===== config.mk =====
export PLATFORM = sky130hd
export DESIGN_NAME = ets_ctrl
export DESIGN_NICKNAME = d
export VERILOG_FILES = /design/src/ets_pkg.sv /design/src/ets_ctrl.sv
export SDC_FILE = /design/constraint.sdc
export NUM_CORES = 1
export LEC_CHECK = 0
export BUFFER_PORTS_ARGS = -buffer_cell sky130_fd_sc_hd__buf_4
export CORE_AREA = 4 4 41 43
export CTS_CLUSTER_DIAMETER = 30
export DETAILED_ROUTE_END_ITERATION = 10
export DIE_AREA = 0 0 45 47
export MAX_ROUTING_LAYER = met4
export SYNTH_ARGS = -nofsm -noshare
export SYNTH_HDL_FRONTEND = slang
export SYNTH_SLANG_ARGS = --single-unit

===== constraint.sdc =====
create_clock -name clock -period 2.3 [get_ports clock]
set_input_delay 0.115 -clock clock [delete_from_list [all_inputs] [get_ports clock]]
set_output_delay 0.115 -clock clock [all_outputs]
set_load 0.1 [all_outputs]

===== src/ets_pkg.sv =====
// ----------------------------------------------------------------------------
// ets_pkg
// Shared types and constants for the extreme-tracking stack: data widths,
// operation and status codes, and the controller-to-datapath command bundle.
// ----------------------------------------------------------------------------
package ets_pkg;

   localparam int DATA_W        = 32;
   localparam int DEPTH_W       = 8;
   localparam int DEFAULT_DEPTH = 128;

   // Value reported for the top and the extreme of an empty stack.
   localparam logic signed [DATA_W-1:0] EMPTY_READ = {1'b1, {(DATA_W-1){1'b0}}};

   localparam logic [1:0] FUNC_PUSH = 2'd0;
   localparam logic [1:0] FUNC_POP  = 2'd1;
   localparam logic [1:0] FUNC_PEEK = 2'd2;

   localparam logic [1:0] STAT_DONE  = 2'd0;
   localparam logic [1:0] STAT_FULL  = 2'd1;
   localparam logic [1:0] STAT_EMPTY = 2'd2;

   typedef struct packed {
      logic take;     // latch the request payload
      logic exec;     // perform the operation on counts and memories
      logic finish;   // load the result register
   } ets_cmd_type;

   typedef struct packed {
      logic out_busy; // result register still holds an untaken result
   } ets_sts_type;

endpackage


===== src/ets_ctrl.sv =====
// ----------------------------------------------------------------------------
// ets_ctrl
// Sequencer for the extreme-tracking stack: takes one request, runs the
// operation, then hands the result to the output register when it is free.
// ----------------------------------------------------------------------------
module ets_ctrl (
   input  logic                 clock,
   input  logic                 reset,
   input  logic                 req_valid,
   output logic                 req_stall,
   input  ets_pkg::ets_sts_type sts,
   output ets_pkg::ets_cmd_type cmd
);

   typedef enum logic [2:0] {
      ST_IDLE = 3'b001,
      ST_EXEC = 3'b010,
      ST_DONE = 3'b100
   } state_type;

   state_type state_ff;
   state_type state_in;

   always_comb begin
      state_in   = state_ff;
      cmd        = '0;
      unique case (state_ff)
         ST_IDLE: begin
            if (req_valid) begin
               cmd.take = 1'b1;
               state_in = ST_EXEC;
            end
         end
         ST_EXEC: begin
            cmd.exec = 1'b1;
            state_in = ST_DONE;
         end
         ST_DONE: begin
            if (!sts.out_busy) begin
               cmd.finish = 1'b1;
               state_in   = ST_IDLE;
            end
         end
         default: begin
            state_in = ST_IDLE;
         end
      endcase
   end

   always_ff @(posedge clock) begin
      if (reset) begin
         state_ff <= ST_IDLE;
      end else begin
         state_ff <= state_in;
      end
   end

   assign req_stall = (state_ff != ST_IDLE);

endmodule


Word level (Yosys, flattened, before mapping)
Index checks and enable logic that the tools add are counted.
- register bits after elaboration: 3
- word-level logic and storage cells: 16
- output and inout port bits: 4
- input port bits: 4
- eq/ne operators: 6
- reduce and logical (&&, ||, !) cells: 1
- multiplexer cells: 8
- operators with widths (operator ; count):
    $pmux W3 S3 ; 1
    $mux W3 ; 2
    $mux W1 ; 5
    $ne A2 B2 Y1 const B ; 2
    $eq A3 B1 Y1 const B ; 1
    $eq A3 B2 Y1 const B ; 1
    $eq A3 B3 Y1 const B ; 1
    $ne A3 B1 Y1 const B ; 1
    $reduce_and A2 Y1 ; 1

Logic depth before layout (Yosys ltp)
- depth after elaboration: 3
- mapped depth: 2
- mapped depth without buffers: 2

Least setup slack after synthesis
No wires, ideal clock.
- path type: reg2out
- start point: reg state_ff[2]
- end point: out cmd[0] (netlist bit)
- path buffers: 0
- stages on the path, launching flop included: 2
- setup slack: -1.345 ns
- arrival: 3.530 ns
- required time: 2.185 ns
- path through: dfxtp_1 -> nor4b_1
- RTL lines (what ; line ; RTL):
    start, declared ; ets_ctrl.sv:21 ; state_type state_ff;
    start signal, assigned ; ets_ctrl.sv:54 ; state_ff <= state_in;
    end, declared ; ets_ctrl.sv:12 ; output ets_pkg::ets_cmd_type cmd

Worst setup path in the final report
- start point: reg state_ff[0]
- end point: out req_stall
- word-level cells in the longest chain between the ends: 1
- ends and longest elaborated chain (what ; line ; RTL):
    $ne A3 B1 Y1 ; ets_ctrl.sv:58 ; assign req_stall = (state_ff != ST_IDLE);
    end, declared ; ets_ctrl.sv:10 ; output logic req_stall,
Every way passes these cells.

==> results.md <==
- Status: completed
- CTS H-tree depth: 1
- Clk_skew: 0.000537 ns
- Num Clock Sinks: 3
- Hold Path Stages: 2
- Reg power frac: 0.277
- Largest net degree at the start of global routing: 10
- Path depth of the worst reg2reg path: 2
- IO Count: 8
- Clock Pin Slew Worst Setup and Hold Paths: 0.04 ns
- Global-route usage over all layers: 0.0586
- Worst Path Max Fanout: 6
- Vias in the first global route: 197
- Inserted Clock Buffers: 3
- DIE AREA: 2120 um2
- Synthesis-to-finish area growth: 66.4%
- Syn. warnings: 0
- Setup bufs post-CTS: 0
- Worst setup SP type: flop
- WHS Endpoint: state_ff[2]$_SDFFE_PP0P_
- Layout cells sized above 1: 0.483
- Switching share of power: 0.390
- Crit end category: output pin
- Flip-flop count of the largest register after layout: 3
- Arr. time, crit path: 1.31 ns
- Nets: 34
- Root buffer cell: clkbuf_4
- Antenna cells: 0
- TritonCTS clock tree: done
- Vias per cell: 3.82
- Max-cap violations: 0
- Max Freq: 0.703 GHz
- Syn nets: 22
- Required time worst endpoint: 2.18 ns
- Final Max Tran Viols: 0
- Peak supply drop: 0.000308 V
- Slew headroom: 0.807
- DR DRC count: 0
- Pwr Density: 849 nW/um2
- Final Routed Wirelength: 420 um
- GP Congestion: 0.676
- Top Registers: state_ff (3)
- Die width: 45 um
- #FFs+latches synth: 3
- Core area: 1300 um2
- Minimum clock period: 1.42 ns
- Biggest register: state_ff
- Worst-margin pin slew: 0.289 ns
- Logic pwr share: 0.323
- Routed WL per cell: 9.55 um
- Setup TNS: 0 ns
- Reg2reg setup slack: 1.39 ns
- First-pass GRT wire length: 800 um
- Mapped Area: 164 um2
- Cts-stage hold buffer count: 0
- Starting Density: 0.126
- Grt total ovfl: 0
- Vias: 168
- Final period util: 0.619
- Rows: 13
- Initial antenna violation count: 0
- RR Startpoint: state_ff[1]$_SDFFE_PP0P_
- HP Class: in2reg
- Clk Latency, worst-skew pair: 0.23 ns
- Post-Syn Instances: 18
- Final ANT Viol Nets: 0
- Syn_area_per_cell: 9.11 um2
- Yosys cell types: 14
- Kind of critical path: reg2out
- Clock share of power: 0.400
- RSZ-0062 raised after global routing: false
- Port buffer count: 7
- Worst reg2reg endpoint: state_ff[0]$_SDFFE_PP1P_
- Setup Viol. Count Final: 0
- Die Ht: 47 um
- Drt pass-1 iters: 2
- Final Hold Viols: 0
- # resized after CTS: 0
- Post-synthesis sequential area ratio: 0.366
- Min-Delay Startpoint: reset
- Starting DRT DRC Count: 3
- Tot Pwr: 231 uW
- Psw: 90.2 uW
- Int Pwr: 141 uW
- Static Leak: 0.110 nW
- Detail Placement HPWL: 293 um
- Clock tree buffer depth: 2
[layer usage]
layer	wire (um)	GRT usage	up-vias
met5	0	-	-
met2	142	0.0706	10
met4	0	0.0351	0
met1	219	0.0655	70
met3	58	0.0460	0
li1	-	-	88
[layout make-up]
| type | instances | area (um2) |
|---|---|---|
| clock buffers | 4 | 26.3 |
| fillers | 151 | 1030 |
| inverters | 1 | 3.75 |
| multi-input cells | 14 | 111 |
| flip-flops and latches | 3 | 60.1 |
| well taps | 15 | 18.8 |
| repair buffers | 7 | 52.6 |
[cell families after synthesis]
kind of cell | after synthesis | synth area share
simple gates | 10 | 0.389
compound gates | 4 | 0.221
flops | 3 | 0.366
buf+inv | 1 | 0.0229
[power groups by stage]
stage / Combinational, mW / Sequential, mW / Clock [mW]
2_1_floorplan: 0.0587 / 0.0629 / 0
3_3_place_gp: 0.0746 / 0.0644 / 0
3_5_place_dp: 0.0747 / 0.0649 / 0
4_1_cts: 0.0751 / 0.0640 / 0.0972
5_1_grt: 0.0787 / 0.0656 / 0.107
6_report: 0.0749 / 0.0641 / 0.0925
[how the worst max path moves through the flow]
stage / end / depth (start not counted) / from / slack, ns
3_3_place_gp: req_stall / 3 / state_ff[0]$_SDFFE_PP1P_ / 1.14
4_1_cts: req_stall / 3 / state_ff[0]$_SDFFE_PP1P_ / 0.87
3_5_place_dp: req_stall / 3 / state_ff[0]$_SDFFE_PP1P_ / 1.13
2_1_floorplan: cmd[0] / 1 / state_ff[2]$_SDFFE_PP0P_ / 0.06
5_1_grt: req_stall / 3 / state_ff[0]$_SDFFE_PP1P_ / 0.78
6_report: req_stall / 3 / state_ff[0]$_SDFFE_PP1P_ / 0.88
[per-stage QoR]
step	utilization	cell area (um2)	cells	setup slack, ns	hold WS [ns]
final	0.210	273	44	0.877	0.0595
after global placement	0.189	246	40	1.14	0.297
after CTS	0.210	273	44	0.873	0.0499
after detailed placement	0.189	246	40	1.13	0.297
after floorplan	-	175	18	0.0567	0.180
after global routing	0.210	273	44	0.784	0.0481
[cell usage after synthesis (all sizes together)]
cell type / count / area share
o21ai: 1 / 0.031
dfxtp: 3 / 0.37
nor3: 1 / 0.031
a211oi: 1 / 0.076
nor2b: 1 / 0.038
nor4b: 1 / 0.053
a211o: 1 / 0.061
nor2: 1 / 0.023
nand2b: 3 / 0.11
o2111ai: 1 / 0.053
nand3b: 1 / 0.046
inv: 1 / 0.023
or2: 1 / 0.038
nor3b: 1 / 0.046
[placed cells by master (no fill, tap or decap), drive strengths merged]
| cell | Yosys | layout |
|---|---|---|
| nor3b | 1 | 1 |
| a211o | 1 | 1 |
| dfxtp | 3 | 3 |
| clkbuf | 0 | 4 |
| a211oi | 1 | 1 |
| nor4b | 1 | 1 |
| inv | 1 | 1 |
| nand2b | 3 | 3 |
| nor3 | 1 | 1 |
| or2 | 1 | 1 |
| buf | 0 | 7 |
| o21ai | 1 | 1 |
| nand3b | 1 | 1 |
| nor2b | 1 | 1 |
| nor2 | 1 | 1 |
| o2111ai | 1 | 1 |
[worst max-delay path, stage by stage, from the launching register on]
cell and delay, ns:
dfxtp_1 0.45, nand2b_1 0.16, or2_1 0.23, buf_4 0.23
Note: power is estimated with default switching activity, not from simulation.
